`src/rtl/fevd_pkg.sv`:
```
package fevd_pkg;

    localparam int SAMPLE_W   = 16;
    localparam int MAG_W      = 17;
    localparam int SUM_W      = 26;
    localparam int LEVEL_W    = 18;
    localparam int FRAMES_W   = 8;
    localparam int RATE_W     = 4;
    localparam int CFG_IDX_W  = 3;
    localparam int CFG_DATA_W = 18;

    localparam logic [CFG_IDX_W-1:0] REG_ENERGY_LEVEL       = 3'd0;
    localparam logic [CFG_IDX_W-1:0] REG_FAST_ATTACK_MARGIN = 3'd1;
    localparam logic [CFG_IDX_W-1:0] REG_RELEASE_FRAMES     = 3'd2;
    localparam logic [CFG_IDX_W-1:0] REG_ATTACK_FRAMES      = 3'd3;
    localparam logic [CFG_IDX_W-1:0] REG_RATE_DIVISOR       = 3'd4;

    localparam logic [LEVEL_W-1:0]  RST_ENERGY_LEVEL       = 18'd500;
    localparam logic [LEVEL_W-1:0]  RST_FAST_ATTACK_MARGIN = 18'd400;
    localparam logic [FRAMES_W-1:0] RST_RELEASE_FRAMES     = 8'd40;
    localparam logic [FRAMES_W-1:0] RST_ATTACK_FRAMES      = 8'd15;
    localparam logic [RATE_W-1:0]   RST_RATE_DIVISOR       = 4'd1;

    localparam logic [SUM_W-1:0]   SUM_MAX   = {SUM_W{1'b1}};
    localparam logic [LEVEL_W-1:0] SCORE_MAX = {LEVEL_W{1'b1}};

    localparam logic DIV_SEL_COUNT = 1'b0;
    localparam logic DIV_SEL_SUM   = 1'b1;

    typedef struct packed {
        logic acc;
        logic div_start;
        logic div_sel;
        logic denom_load;
        logic judge;
    } t_dp_cmd;

    typedef struct packed {
        logic div_busy;
        logic div_done;
        logic out_free;
    } t_dp_sts;

endpackage

```
`src/rtl/fevd_if.sv`:
```
interface fevd_in_if;
    import fevd_pkg::*;
    logic                       valid;
    logic                       ready;
    logic signed [SAMPLE_W-1:0] sample;
    logic                       frame_end;
    modport source (output valid, output sample, output frame_end, input ready);
    modport sink   (input valid, input sample, input frame_end, output ready);
endinterface

interface fevd_out_if;
    import fevd_pkg::*;
    logic               valid;
    logic               ready;
    logic               talking;
    logic [LEVEL_W-1:0] frame_score;
    modport source (output valid, output talking, output frame_score, input ready);
    modport sink   (input valid, input talking, input frame_score, output ready);
endinterface

interface fevd_cfg_if;
    import fevd_pkg::*;
    logic                  valid;
    logic                  ready;
    logic [CFG_IDX_W-1:0]  index;
    logic [CFG_DATA_W-1:0] data;
    modport source (output valid, output index, output data, input ready);
    modport sink   (input valid, input index, input data, output ready);
endinterface

```
`src/rtl/fevd_div.sv`:
```
module fevd_div #(
    parameter int N_W = 26,
    parameter int D_W = 13
) (
    input  logic           i_clk,
    input  logic           i_rst_n,
    input  logic           i_start,
    input  logic [N_W-1:0] i_dividend,
    input  logic [D_W-1:0] i_divisor,
    output logic           o_busy,
    output logic           o_done,
    output logic [N_W-1:0] o_quotient
);

    localparam int STEP_W = (N_W > 1) ? $clog2(N_W) : 1;

    logic              r_busy;
    logic              r_done;
    logic [STEP_W-1:0] r_step;
    logic [D_W-1:0]    r_rem;
    logic [D_W-1:0]    r_div;
    logic [N_W-1:0]    r_quo;
    logic [D_W:0]      w_shift;
    logic [D_W:0]      w_diff;
    logic              w_fit;

    assign w_shift = {r_rem, r_quo[N_W-1]};
    assign w_fit   = w_shift >= {1'b0, r_div};
    assign w_diff  = w_shift - {1'b0, r_div};

    always_ff @(posedge i_clk) begin
        if (!i_rst_n) begin
            r_busy <= 1'b0;
            r_done <= 1'b0;
            r_step <= '0;
        end else begin
            r_done <= 1'b0;
            if (i_start) begin
                r_busy <= 1'b1;
                r_step <= '0;
            end else if (r_busy) begin
                r_step <= r_step + STEP_W'(1);
                if (r_step == STEP_W'(N_W - 1)) begin
                    r_busy <= 1'b0;
                    r_done <= 1'b1;
                end
            end
        end
    end

    always_ff @(posedge i_clk) begin
        if (i_start) begin
            r_rem <= '0;
            r_div <= i_divisor;
            r_quo <= i_dividend;
        end else if (r_busy) begin
            r_rem <= w_fit ? w_diff[D_W-1:0] : w_shift[D_W-1:0];
            r_quo <= {r_quo[N_W-2:0], w_fit};
        end
    end

    assign o_busy     = r_busy;
    assign o_done     = r_done;
    assign o_quotient = r_quo;

endmodule

```
`src/rtl/fevd_datapath.sv`:
```
module fevd_datapath #(
    parameter int MAX_FRAME_SAMPLES = 1024
) (
    input  logic                                i_clk,
    input  logic                                i_rst_n,
    input  logic signed [fevd_pkg::SAMPLE_W-1:0] i_sample,
    input  fevd_pkg::t_dp_cmd                   i_cmd,
    output fevd_pkg::t_dp_sts                   o_sts,
    fevd_cfg_if.sink                            cfg,
    fevd_out_if.source                          out_ch
);
    import fevd_pkg::*;

    localparam int CNT_W = $clog2(MAX_FRAME_SAMPLES + 1);
    localparam int DEN_W = (CNT_W > RATE_W) ? CNT_W : RATE_W;

    logic [LEVEL_W-1:0]  r_level;
    logic [LEVEL_W-1:0]  r_margin;
    logic [FRAMES_W-1:0] r_rel_frames;
    logic [FRAMES_W-1:0] r_att_frames;
    logic [RATE_W-1:0]   r_rate;

    logic [SUM_W-1:0]    r_sum;
    logic [CNT_W-1:0]    r_count;
    logic [DEN_W-1:0]    r_denom;
    logic [FRAMES_W-1:0] r_rel_hits, n_rel_hits;
    logic [FRAMES_W-1:0] r_att_hits, n_att_hits;
    logic                r_talk, n_talk;

    logic                r_out_valid;
    logic                r_out_talk;
    logic [LEVEL_W-1:0]  r_out_score;

    logic [MAG_W-1:0]    w_mag;
    logic [SUM_W:0]      w_sum_add;
    logic [SUM_W-1:0]    w_dividend;
    logic [DEN_W-1:0]    w_divisor;
    logic                w_div_busy;
    logic                w_div_done;
    logic [SUM_W-1:0]    w_quo;
    logic [SUM_W-1:0]    w_excess;
    logic                w_loud;
    logic                w_fast;
    logic [FRAMES_W-1:0] w_att_inc;
    logic [FRAMES_W-1:0] w_rel_inc;
    logic                w_out_take;

    assign w_mag     = i_sample[SAMPLE_W-1] ? (~{1'b1, i_sample} + MAG_W'(1))
                                            : {1'b0, i_sample};
    assign w_sum_add = {1'b0, r_sum} + (SUM_W + 1)'(w_mag);

    always_comb begin
        if (i_cmd.div_sel == DIV_SEL_SUM) begin
            w_dividend = r_sum;
            w_divisor  = (r_denom == '0) ? DEN_W'(1) : r_denom;
        end else begin
            w_dividend = SUM_W'(r_count);
            w_divisor  = (r_rate == '0) ? DEN_W'(1) : DEN_W'(r_rate);
        end
    end

    fevd_div #(
        .N_W (SUM_W),
        .D_W (DEN_W)
    ) u_div (
        .i_clk      (i_clk),
        .i_rst_n    (i_rst_n),
        .i_start    (i_cmd.div_start),
        .i_dividend (w_dividend),
        .i_divisor  (w_divisor),
        .o_busy     (w_div_busy),
        .o_done     (w_div_done),
        .o_quotient (w_quo)
    );

    assign w_loud    = w_quo > SUM_W'(r_level);
    assign w_excess  = w_quo - SUM_W'(r_level);
    assign w_fast    = w_excess >= SUM_W'(r_margin);
    assign w_att_inc = r_att_hits + FRAMES_W'(1);
    assign w_rel_inc = r_rel_hits + FRAMES_W'(1);

    always_comb begin
        n_rel_hits = r_rel_hits;
        n_att_hits = r_att_hits;
        n_talk     = r_talk;
        if (w_loud) begin
            if (r_rel_hits != '0) begin
                n_rel_hits = r_rel_hits - FRAMES_W'(1);
            end
            if (!w_fast) begin
                n_att_hits = w_att_inc;
            end
            if (w_fast || (w_att_inc >= r_att_frames)) begin
                n_rel_hits = '0;
                n_att_hits = '0;
                n_talk     = 1'b1;
            end
        end else begin
            if (r_att_hits != '0) begin
                n_att_hits = r_att_hits - FRAMES_W'(1);
            end
            if (r_talk) begin
                n_rel_hits = w_rel_inc;
                if (w_rel_inc >= r_rel_frames) begin
                    n_rel_hits = '0;
                    n_att_hits = '0;
                    n_talk     = 1'b0;
                end
            end
        end
    end

    always_ff @(posedge i_clk) begin
        if (!i_rst_n) begin
            r_level      <= RST_ENERGY_LEVEL;
            r_margin     <= RST_FAST_ATTACK_MARGIN;
            r_rel_frames <= RST_RELEASE_FRAMES;
            r_att_frames <= RST_ATTACK_FRAMES;
            r_rate       <= RST_RATE_DIVISOR;
        end else if (cfg.valid) begin
            unique case (cfg.index)
                REG_ENERGY_LEVEL:       r_level      <= cfg.data;
                REG_FAST_ATTACK_MARGIN: r_margin     <= cfg.data;
                REG_RELEASE_FRAMES:     r_rel_frames <= cfg.data[FRAMES_W-1:0];
                REG_ATTACK_FRAMES:      r_att_frames <= cfg.data[FRAMES_W-1:0];
                REG_RATE_DIVISOR:       r_rate       <= cfg.data[RATE_W-1:0];
                default: begin
                end
            endcase
        end
    end

    assign w_out_take = r_out_valid && out_ch.ready;

    always_ff @(posedge i_clk) begin
        if (!i_rst_n) begin
            r_sum       <= '0;
            r_count     <= '0;
            r_rel_hits  <= '0;
            r_att_hits  <= '0;
            r_talk      <= 1'b0;
            r_out_valid <= 1'b0;
        end else begin
            if (i_cmd.judge) begin
                r_out_valid <= 1'b1;
            end else if (w_out_take) begin
                r_out_valid <= 1'b0;
            end
            if (i_cmd.acc && (r_count < CNT_W'(MAX_FRAME_SAMPLES))) begin
                r_sum   <= w_sum_add[SUM_W] ? SUM_MAX : w_sum_add[SUM_W-1:0];
                r_count <= r_count + CNT_W'(1);
            end
            if (i_cmd.judge) begin
                r_sum       <= '0;
                r_count     <= '0;
                r_rel_hits  <= n_rel_hits;
                r_att_hits  <= n_att_hits;
                r_talk      <= n_talk;
            end
        end
    end

    always_ff @(posedge i_clk) begin
        if (i_cmd.denom_load) begin
            r_denom <= w_quo[DEN_W-1:0];
        end
        if (i_cmd.judge) begin
            r_out_talk  <= n_talk;
            r_out_score <= (|w_quo[SUM_W-1:LEVEL_W]) ? SCORE_MAX : w_quo[LEVEL_W-1:0];
        end
    end

    assign cfg.ready          = 1'b1;
    assign out_ch.valid       = r_out_valid;
    assign out_ch.talking     = r_out_talk;
    assign out_ch.frame_score = r_out_score;

    assign o_sts.div_busy = w_div_busy;
    assign o_sts.div_done = w_div_done;
    assign o_sts.out_free = !r_out_valid || out_ch.ready;

    a_count_bound: assert property (@(posedge i_clk) disable iff (!i_rst_n)
        r_count <= CNT_W'(MAX_FRAME_SAMPLES))
        else $error("frame sample count past limit");

    a_judge_out: assert property (@(posedge i_clk) disable iff (!i_rst_n)
        i_cmd.judge |=> (r_out_valid && r_count == '0 && r_sum == '0))
        else $error("frame close did not load result and clear accumulators");

    a_out_hold: assert property (@(posedge i_clk) disable iff (!i_rst_n)
        (r_out_valid && !out_ch.ready) |=>
            (r_out_valid && $stable(r_out_talk) && $stable(r_out_score)))
        else $error("pending result changed while stalled");

endmodule

```
`src/rtl/fevd_ctrl.sv`:
```
module fevd_ctrl (
    input  logic              i_clk,
    input  logic              i_rst_n,
    input  logic              i_in_valid,
    input  logic              i_in_frame_end,
    output logic              o_in_ready,
    input  fevd_pkg::t_dp_sts i_sts,
    output fevd_pkg::t_dp_cmd o_cmd
);
    import fevd_pkg::*;

    localparam logic [2:0] S_IDLE     = 3'd0;
    localparam logic [2:0] S_CNT      = 3'd1;
    localparam logic [2:0] S_CNT_WAIT = 3'd2;
    localparam logic [2:0] S_SUM      = 3'd3;
    localparam logic [2:0] S_SUM_WAIT = 3'd4;
    localparam logic [2:0] S_JUDGE    = 3'd5;

    logic [2:0] r_state, n_state;

    always_comb begin
        n_state          = r_state;
        o_cmd            = '0;
        o_cmd.div_sel    = DIV_SEL_COUNT;
        o_in_ready       = 1'b0;
        unique case (r_state)
            S_IDLE: begin
                o_in_ready = 1'b1;
                if (i_in_valid) begin
                    o_cmd.acc = 1'b1;
                    if (i_in_frame_end) begin
                        n_state = S_CNT;
                    end
                end
            end
            S_CNT: begin
                o_cmd.div_start = 1'b1;
                n_state         = S_CNT_WAIT;
            end
            S_CNT_WAIT: begin
                if (i_sts.div_done) begin
                    o_cmd.denom_load = 1'b1;
                    n_state          = S_SUM;
                end
            end
            S_SUM: begin
                o_cmd.div_sel   = DIV_SEL_SUM;
                o_cmd.div_start = 1'b1;
                n_state         = S_SUM_WAIT;
            end
            S_SUM_WAIT: begin
                o_cmd.div_sel = DIV_SEL_SUM;
                if (i_sts.div_done) begin
                    n_state = S_JUDGE;
                end
            end
            S_JUDGE: begin
                if (i_sts.out_free) begin
                    o_cmd.judge = 1'b1;
                    n_state     = S_IDLE;
                end
            end
            default: begin
                n_state = S_IDLE;
            end
        endcase
    end

    always_ff @(posedge i_clk) begin
        if (!i_rst_n) begin
            r_state <= S_IDLE;
        end else begin
            r_state <= n_state;
        end
    end

    a_start_idle_div: assert property (@(posedge i_clk) disable iff (!i_rst_n)
        o_cmd.div_start |-> !i_sts.div_busy)
        else $error("divider started while busy");

    a_done_expected: assert property (@(posedge i_clk) disable iff (!i_rst_n)
        i_sts.div_done |-> (r_state == S_CNT_WAIT || r_state == S_SUM_WAIT))
        else $error("divider finished outside a wait state");

    a_judge_free: assert property (@(posedge i_clk) disable iff (!i_rst_n)
        o_cmd.judge |-> (i_sts.out_free && !o_in_ready))
        else $error("frame result loaded over a pending result");

endmodule

```
`src/rtl/frame_energy_voice_detector_unit.sv`:
```
// Frame energy voice activity detector.
// i_in carries one channel-0 audio sample per beat, with frame_end set on the
// last sample of a frame. i_cfg writes one register per beat (index 0 level,
// 1 fast attack margin, 2 release frames, 3 attack frames, 4 rate divisor);
// it is always ready and is meant to be used only while the block is idle.
// o_out carries one beat per frame: the talking flag after that frame and the
// frame score saturated to 18 bits.
// A sample without frame_end is only accumulated. A frame_end sample starts two
// passes of a shared 26-step restoring divider (count by rate divisor, then
// sum by that quotient); i_in is ready again once the result is loaded, and
// the result appears on o_out in the same cycle.
// The result sits in an output register: while o_out stalls, i_in keeps
// taking samples of the next frame, and only the next frame close waits
// for that register to drain.
// Reset restores the register defaults, clears the accumulators, the hit
// counters and the talking flag, and drops any pending result.
module frame_energy_voice_detector_unit #(
    parameter int MAX_FRAME_SAMPLES = 1024
) (
    input  logic        i_clk,
    input  logic        i_rst_n,
    fevd_in_if.sink     i_in,
    fevd_cfg_if.sink    i_cfg,
    fevd_out_if.source  o_out
);
    import fevd_pkg::*;

    t_dp_cmd w_cmd;
    t_dp_sts w_sts;
    logic    w_in_ready;

    assign i_in.ready = w_in_ready;

    fevd_ctrl u_ctrl (
        .i_clk          (i_clk),
        .i_rst_n        (i_rst_n),
        .i_in_valid     (i_in.valid),
        .i_in_frame_end (i_in.frame_end),
        .o_in_ready     (w_in_ready),
        .i_sts          (w_sts),
        .o_cmd          (w_cmd)
    );

    fevd_datapath #(
        .MAX_FRAME_SAMPLES (MAX_FRAME_SAMPLES)
    ) u_datapath (
        .i_clk    (i_clk),
        .i_rst_n  (i_rst_n),
        .i_sample (i_in.sample),
        .i_cmd    (w_cmd),
        .o_sts    (w_sts),
        .cfg      (i_cfg),
        .out_ch   (o_out)
    );

endmodule
```
`src/flat_wrapper.sv`:
```
// flat-port wrapper written by rule: the top's interface ports become plain ports
module frame_energy_voice_detector_unit_flat import fevd_pkg::*;
#(
    parameter int MAX_FRAME_SAMPLES = 1024
)
  (i_clk, i_rst_n, i_in_valid, i_in_sample, i_in_frame_end, i_in_ready, i_cfg_valid, i_cfg_index, i_cfg_data, i_cfg_ready, o_out_valid, o_out_talking, o_out_frame_score, o_out_ready);
  fevd_in_if i_in_i ();
  fevd_cfg_if i_cfg_i ();
  fevd_out_if o_out_i ();
  input  logic i_clk;
  input  logic i_rst_n;
  input wire logic [$bits(i_in_i.valid)-1:0] i_in_valid;
  input wire logic [$bits(i_in_i.sample)-1:0] i_in_sample;
  input wire logic [$bits(i_in_i.frame_end)-1:0] i_in_frame_end;
  output wire logic [$bits(i_in_i.ready)-1:0] i_in_ready;
  input wire logic [$bits(i_cfg_i.valid)-1:0] i_cfg_valid;
  input wire logic [$bits(i_cfg_i.index)-1:0] i_cfg_index;
  input wire logic [$bits(i_cfg_i.data)-1:0] i_cfg_data;
  output wire logic [$bits(i_cfg_i.ready)-1:0] i_cfg_ready;
  output wire logic [$bits(o_out_i.valid)-1:0] o_out_valid;
  output wire logic [$bits(o_out_i.talking)-1:0] o_out_talking;
  output wire logic [$bits(o_out_i.frame_score)-1:0] o_out_frame_score;
  input wire logic [$bits(o_out_i.ready)-1:0] o_out_ready;
  assign i_in_i.valid = i_in_valid;
  assign i_in_i.sample = i_in_sample;
  assign i_in_i.frame_end = i_in_frame_end;
  assign i_in_ready = i_in_i.ready;
  assign i_cfg_i.valid = i_cfg_valid;
  assign i_cfg_i.index = i_cfg_index;
  assign i_cfg_i.data = i_cfg_data;
  assign i_cfg_ready = i_cfg_i.ready;
  assign o_out_valid = o_out_i.valid;
  assign o_out_talking = o_out_i.talking;
  assign o_out_frame_score = o_out_i.frame_score;
  assign o_out_i.ready = o_out_ready;
  frame_energy_voice_detector_unit #(.MAX_FRAME_SAMPLES(MAX_FRAME_SAMPLES)) u_core (.i_clk(i_clk), .i_rst_n(i_rst_n), .i_in(i_in_i), .i_cfg(i_cfg_i), .o_out(o_out_i));
endmodule
```
`config.mk`:
```
export PLATFORM = sky130hd
export DESIGN_NAME = frame_energy_voice_detector_unit_flat
export DESIGN_NICKNAME = d
export VERILOG_FILES = /design/src/rtl/fevd_pkg.sv /design/src/rtl/fevd_if.sv /design/src/rtl/fevd_div.sv /design/src/rtl/fevd_datapath.sv /design/src/rtl/fevd_ctrl.sv /design/src/rtl/frame_energy_voice_detector_unit.sv /design/src/flat_wrapper.sv
export SDC_FILE = /design/constraint.sdc
export NUM_CORES = 1
export LEC_CHECK = 0
export ABC_AREA = 1
export BUFFER_PORTS_ARGS = -buffer_cell sky130_fd_sc_hd__buf_4
export CORE_AREA = 8 8 169 171
export CTS_BUF_LIST = sky130_fd_sc_hd__clkbuf_8
export DETAILED_ROUTE_END_ITERATION = 10
export DIE_AREA = 0 0 177 179
export PLACE_DENSITY = 0.69
export SYNTH_ARGS = -nofsm -noshare
export SYNTH_HDL_FRONTEND = slang
export SYNTH_HIERARCHICAL = 1
export SYNTH_SLANG_ARGS = --single-unit
```
`constraint.sdc`:
```
create_clock -name i_clk -period 9.8 [get_ports i_clk]
set_input_delay 0 -clock i_clk [delete_from_list [all_inputs] [get_ports i_clk]]
set_output_delay 0 -clock i_clk [all_outputs]
set_load 0.03 [all_outputs]
```
## Word level (Yosys, flattened, before mapping)

Cells that the tools add are included.

- Multiplexer cells: 45
- Bitwise logic cells: 3
- Add/subtract/negate cells: 10
- $lt $le $gt $ge: 6
- Reduce and logical (&&, ||, !) cells: 28
- Equality and inequality tests: 17

Operators by type and width:

| kind | count |
|---|---|
| $mux W26 | 4 |
| $mux W8 | 11 |
| $mux W11 | 3 |
| $add A26 B17 Y27 | 1 |
| $ge A26 B18 Y1 | 1 |
| $gt A26 B18 Y1 | 1 |
| $sub A26 B18 Y26 | 1 |
| $mux W1 | 19 |
| $pmux W3 S6 | 1 |
| $add A17 B1 Y17 const B | 1 |
| $mux W17 | 1 |
| $not A17 Y17 | 1 |
| $add A8 B1 Y8 const B | 2 |
| $ge A8 B8 Y1 | 2 |
| $reduce_bool A8 Y1 | 2 |
| $sub A8 B1 Y8 const B | 2 |
| $mux W3 | 5 |
| $eq A3 B2 Y1 const B | 4 |
| $ge A12 B11 Y1 | 1 |
| $reduce_and A2 Y1 | 6 |
| $add A11 B1 Y11 const B | 1 |
| $logic_not A11 Y1 | 1 |
| $lt A11 B11 Y1 const B | 1 |
| $sub A11 B11 Y11 | 1 |
| 20 further kinds | 36 |

- Bits in registers: 199
- Output and inout port bits: 22
- Logic and storage cells: 130
- Input bits: 43

## Longest topological paths before layout

- Word-level depth: 5
- Gate-level depth with buffers: 29
- Depth with buffers taken out: 28

## Cells and area by module

Netlist, hierarchy kept.

Modules (own cells, without submodules):

| module | area each (um^2) | instances | sequential area each (um^2) | cells an instance |
|---|---|---|---|---|
| fevd_datapath | 9945.8 | 1 | 3123.0 | 1476 |
| fevd_div | 3049.2 | 1 | 1471.4 | 373 |
| fevd_ctrl | 259.0 | 1 | 60.1 | 46 |

## Least setup slack after synthesis

No wires, ideal clock.

- Path type: register -> register
- From: reg u_core.u_datapath.u_div.r_quo[0] (netlist: u_core/u_datapath/u_div/o_quotient[0])
- To: reg u_core.u_datapath.r_rel_hits[5]
- Library setup time: 0.111 ns
- Period minus slack after synthesis: 3.303 ns
- Stages on the path, launching flop included: 28
- Buffers on the path: 1
- Data required time: 9.689 ns
- Path slack: 6.497 ns
- Arrival time: 3.192 ns
- Cells stage by stage: edfxtp_1 -> inv_1 -> ha_1 -> fa_1 -> inv_1 -> nand3_1 -> nand3_1 -> nand2_1 -> nand2_1 -> nand2_1 -> nand2_1 -> a21oi_1 -> xnor2_1 -> ha_1 -> nand2_1 -> o21a_1 -> nand3b_1 -> nor2_1 -> nand3_1 -> nor2_1 -> nand3_2 -> nor2_2 -> nand2_2 -> nand2_4 -> buf_6 -> nand2_1 -> nand2_1 -> nor2_1

- Longest elaborated chain between the ends: 5
- Elaborated cells on any way between the ends: 9
- Classes of those cells: add/sub (1); order compare (2); eq/ne (1); mux (2); reduce/logical (3)

Ends and longest elaborated chain:

| item | line | RTL |
|---|---|---|
| from (decl) | fevd_div.sv:22 | `logic [N_W-1:0] r_quo;` |
| from (signal assigned) | fevd_div.sv:55 | `r_quo <= i_dividend;` |
| from (signal assigned) | fevd_div.sv:58 | `r_quo <= {r_quo[N_W-2:0], w_fit};` |
| $sub A26 B18 Y26 | fevd_datapath.sv:77 | `assign w_excess = w_quo - SUM_W'(r_level);` |
| $ge A26 B18 Y1 | fevd_datapath.sv:78 | `assign w_fast = w_excess >= SUM_W'(r_margin);` |
| $logic_or A1 B1 Y1 | fevd_datapath.sv:93 | `if (w_fast \|\| (w_att_inc >= r_att_frames)) begin` |
| $ne A3 B1 Y1 (no source line) / $mux W8 (equally long branches) | n/a |  |
| $reduce_and A3 Y1 (no source line) / $mux W8 (equally long branches) | n/a |  |
| to (signal assigned) | fevd_datapath.sv:156 | `r_rel_hits <= n_rel_hits;` |
| to (decl) | fevd_datapath.sv:26 | `logic [FRAMES_W-1:0] r_rel_hits, n_rel_hits;` |

Several ways; a longest one is shown, not always the timed one.
A chain may end at the register's enable or synchronous reset.

## Final worst setup path

- From: in i_in_sample[0]
- To: reg u_core.u_datapath.r_sum[13]

- Longest elaborated chain between the ends: 5

Ends and longest elaborated chain:

| item | line | RTL |
|---|---|---|
| from (decl) | flat_wrapper.sv:13 | `input wire logic [$bits(i_in_i.sample)-1:0] i_in_sample;` |
| $not A17 Y17 | fevd_datapath.sv:48 | `assign w_mag = i_sample[SAMPLE_W-1] ? (~{1'b1, i_sample} + MAG_W'(1))` |
| $add A17 B1 Y17 | fevd_datapath.sv:48 |  |
| $mux W17 (*) | fevd_datapath.sv:48 |  |
| $add A26 B17 Y27 (*) | fevd_datapath.sv:50 | `assign w_sum_add = {1'b0, r_sum} + (SUM_W + 1)'(w_mag);` |
| $mux W26 (*) | fevd_datapath.sv:150 | `r_sum <= w_sum_add[SUM_W] ? SUM_MAX : w_sum_add[SUM_W-1:0];` |
| to (signal assigned) | fevd_datapath.sv:150 |  |
| to (decl) | fevd_datapath.sv:23 | `logic [SUM_W-1:0] r_sum;` |

Mark *: on every way between the ends. The rest lies on a longest branch, timed or not.

==> flow_summary.rst <==
.. list-table::
   :header-rows: 1

   * - Metric
     - Value
   * - Overall routed net length
     - 34200 um
   * - Post-Syn Area
     - 13200 um^2
   * - Clock slew seen by the registers of the worst setup and hold paths
     - 0.11 ns
   * - Top cell family by delay on the critical path
     - compound AO/OA/AOI/OAI gates
   * - Largest stage delay, worst path
     - 1.02 ns
   * - Unrepaired setup endpoints after global routing
     - false
   * - Number of buffers inserted by post-CTS setup repair
     - 0
   * - Via count of the first global-routing pass
     - about 12000
   * - Final setup violating endpoints
     - 0
   * - CTS tree
     - built
   * - Number of hold violations in the final report
     - 0
   * - Fraction of final layout cells with drive strength greater than 1
     - 8.41%
   * - Number of buffers created by CTS
     - 17
   * - Worst Setup End Kind
     - register
   * - Post-route design area
     - between 10000 and 15000 um^2
   * - Required time at the endpoint of the critical path
     - 10.18 ns
   * - Initial antenna violation count
     - 0
   * - Slowest stage cell on the critical path
     - a21oi_1
   * - Total I/O pin count
     - 65
   * - Total power density per cell area
     - between 200 and 300 nW/um^2
   * - Nets@finish
     - between 2000 and 2500
   * - Average footprint of a synthesized cell
     - 6.99 um^2
   * - CTS Sinks
     - 199
   * - Remaining DRCs
     - 0
   * - Final worst hold slack
     - 0.0506 ns
   * - Total number of vias
     - 12194
   * - Setup skew after layout
     - 0.0132 ns
   * - Synth-to-Final Area Change
     - 10.4%
   * - Cell count along the critical path
     - 19
   * - Period utilisation layout
     - 43.2%
   * - Latest clock arrival within the worst-skew pair
     - roughly 0.48 ns
   * - Initial core utilization
     - 51.4%
   * - Mean routed wirelength per cell
     - between 10 and 15 um
   * - Cells on Worst Hold Path
     - 3
   * - Post-synthesis cell count
     - 1894
   * - Setup TNS after final layout
     - 0 ns
   * - Overall die area
     - 31700 um^2
   * - Pin count of the biggest net entering global routing
     - 72
   * - Grt ovf
     - 0
   * - Placed cell area
     - ~14000 um^2
   * - Net Count, Synth
     - 2030
   * - Final ANT Viol Nets
     - 0
   * - Gpl congestion
     - 1.00
   * - TritonRoute pass-1 iters
     - 5
   * - H-Tree Level Count
     - 4
   * - Worst endpoint data arrival time
     - 4.62 ns
   * - FILL cells
     - approximately 2500
   * - Core Footprint
     - 25800 um^2
   * - Worst r2r path cells
     - 25
   * - Number of max-cap violations
     - 0
   * - Die Span X
     - approximately 180 um
   * - Number of I/O port buffers
     - 63
   * - Starting DRC count in detailed routing
     - slightly below 900
   * - Classification of the worst-slack hold path
     - in2reg
   * - Slew Limit Fails
     - 0
   * - Critical path class
     - in2reg
   * - Wire length of the first global-routing pass
     - between 50000 and 60000 um
   * - Relative slew margins
     - between 10% and 20%
   * - Critical path startpoint category
     - input port
   * - Transition at the pin with the smallest max-transition slack
     - 1.27 ns
   * - Height of the chip
     - 179 um
   * - Master cell of the clock root buffer
     - clkbuf_8
   * - FP Rows
     - 59
   * - VDD IR max
     - between 0.0001 and 0.00015 V
   * - Crit path max fanout
     - 15
   * - Chain of cells forming the critical path
     - dlygate4sd3_1 > buf_4 > nor3_1 > nor3b_1 > inv_1 > nor3_1 > nand2_1 > nor3_1 > nand2_1 > nor4_1 > ha_1 > a21oi_1 > o21ai_0 > a21oi_1 > o311ai_2 > a21oi_1 > nand3_1 > o211ai_1 > inv_1
   * - Drt via density
     - 5.28
   * - Antenna diode count
     - 0
   * - Cell leakage power
     - 6.90 nW
   * - Buffer levels on the longest clock path
     - 2
   * - Total number of yosys warnings
     - 6
   * - Shortest period the worst path allows
     - 4.24 ns
   * - Global router's overall resource usage
     - around 22%
   * - HPWL reported at the end of detailed placement
     - between 20000 and 30000 um
   * - Count of buffer and inverter cells on the critical path
     - 4
   * - Upper clock frequency limit
     - 236 MHz
   * - Outcome
     - complete, no violations
## per-stage QoR
step           cells  setup WS [ns]  power [W]  utilization [%]
3_5_place_dp    2249           5.67    0.00313             54.1
3_3_place_gp    2249           5.74    0.00311             54.1
6_report        2309           5.56    0.00369             56.7
5_1_grt         2309           5.08    0.00402             56.7
2_1_floorplan   1894           6.50    0.00264                -
4_1_cts         2309           5.65    0.00370             56.7
## timing repair
item	4_1_cts	5_1_grt
endpoints found under the hold margin	58	0
resized for setup	0	0
hold buffers	28	0
## layout by cell type (no fill, tap or decap), types with 32 or more instances in the layout
cell      instances
nand2_1         492
inv_1           297
xor2_1           40
buf_4            67
nand4_1          34
dfxtp_1         132
nor2_1          147
edfxtp_1         67
o21ai_0         110
nand3_1         111
nor3_1           32
a21oi_1         131
ha_1             90
## final cells by class
cell class	instances	area, um^2	share of cell area (%)
sequential	199	4650	31.8
clock buffer	17	234	1.60
clock inverter	15	161	1.10
timing repair buffer	95	783	5.36
tap	335	419	2.87
multi-input combinational	1340	7210	49.3
inverter	308	1160	7.92
## report_power, final
| part | switching (W) | internal (W) |
|---|---|---|
| combinational | 0.00126 | 0.000660 |
| clock | 0.000332 | 0.000214 |
| sequential | 0.000168 | 0.00106 |
| total | 0.00176 | 0.00193 |
## layer usage
| metal | up-vias | GRT usage (%) | wire (um) |
|---|---|---|---|
| met4 | 0 | 6.44 | 671 |
| met2 | 282 | 37.3 | 16300 |
| met3 | 49 | 2.89 | 1420 |
| met1 | 5614 | 28.0 | 15900 |
| li1 | 6249 | - | - |
| met5 | - | 0 | 0 |
## path summary, 6_finish.rpt
path / from / end / slack, ns
max reg2reg: u_core/u_datapath/u_div/o_quotient[0]$_DFFE_PP_ / u_core/u_datapath/r_rel_hits[3]$_SDFFE_PN0P_ / 5.70
min: i_rst_n / u_core/u_ctrl/r_state[0]$_SDFFE_PN0P_ / 0.05
max: i_in_sample[0] / u_core/u_datapath/r_sum[13]$_SDFFE_PP0P_ / 5.56
min reg2reg: u_core/u_datapath/r_level[15]$_SDFFE_PN0P_ / u_core/u_datapath/r_level[15]$_SDFFE_PN0P_ / 0.47
## state kept, by name, summed over array words and instances (netlist names), 3 cells and up
name,count
u_core/u_datapath/r_sum,26
u_core/u_datapath/u_div/o_quotient,26
u_core/u_datapath/out_ch.frame_score,18
u_core/u_datapath/r_level,18
u_core/u_datapath/r_margin,18
u_core/u_datapath/r_count,11
u_core/u_datapath/r_denom,11
u_core/u_datapath/u_div/r_div,11
u_core/u_datapath/u_div/r_rem,11
u_core/u_datapath/r_att_frames,8
u_core/u_datapath/r_att_hits,8
u_core/u_datapath/r_rel_frames,8
u_core/u_datapath/r_rel_hits,8
u_core/u_datapath/u_div/r_step,5
u_core/u_datapath/r_rate,4
u_core/u_ctrl/r_state,3
## worst reg2reg max path, stage by stage, from the launching register on
cell and delay (ns):
edfxtp_1 0.40, inv_1 0.10, ha_1 0.21, fa_1 0.40
inv_1 0.10, nand3_1 0.07, nand3_1 0.17, nand2_1 0.08
nand2_1 0.16, nand2_1 0.07, nand2_1 0.10, a21oi_1 0.09
xnor2_1 0.13, ha_1 0.29, nand2_1 0.12, o21a_1 0.13
nand3b_1 0.07, nor2_1 0.11, nand3_1 0.10, nor2_1 0.11
nand3_1 0.07, nor2_1 0.54, nand3_1 0.17, nand2_1 0.10
nor2_1 0.04, nor2_1 0.11
(Power assumes the default switching activity.)
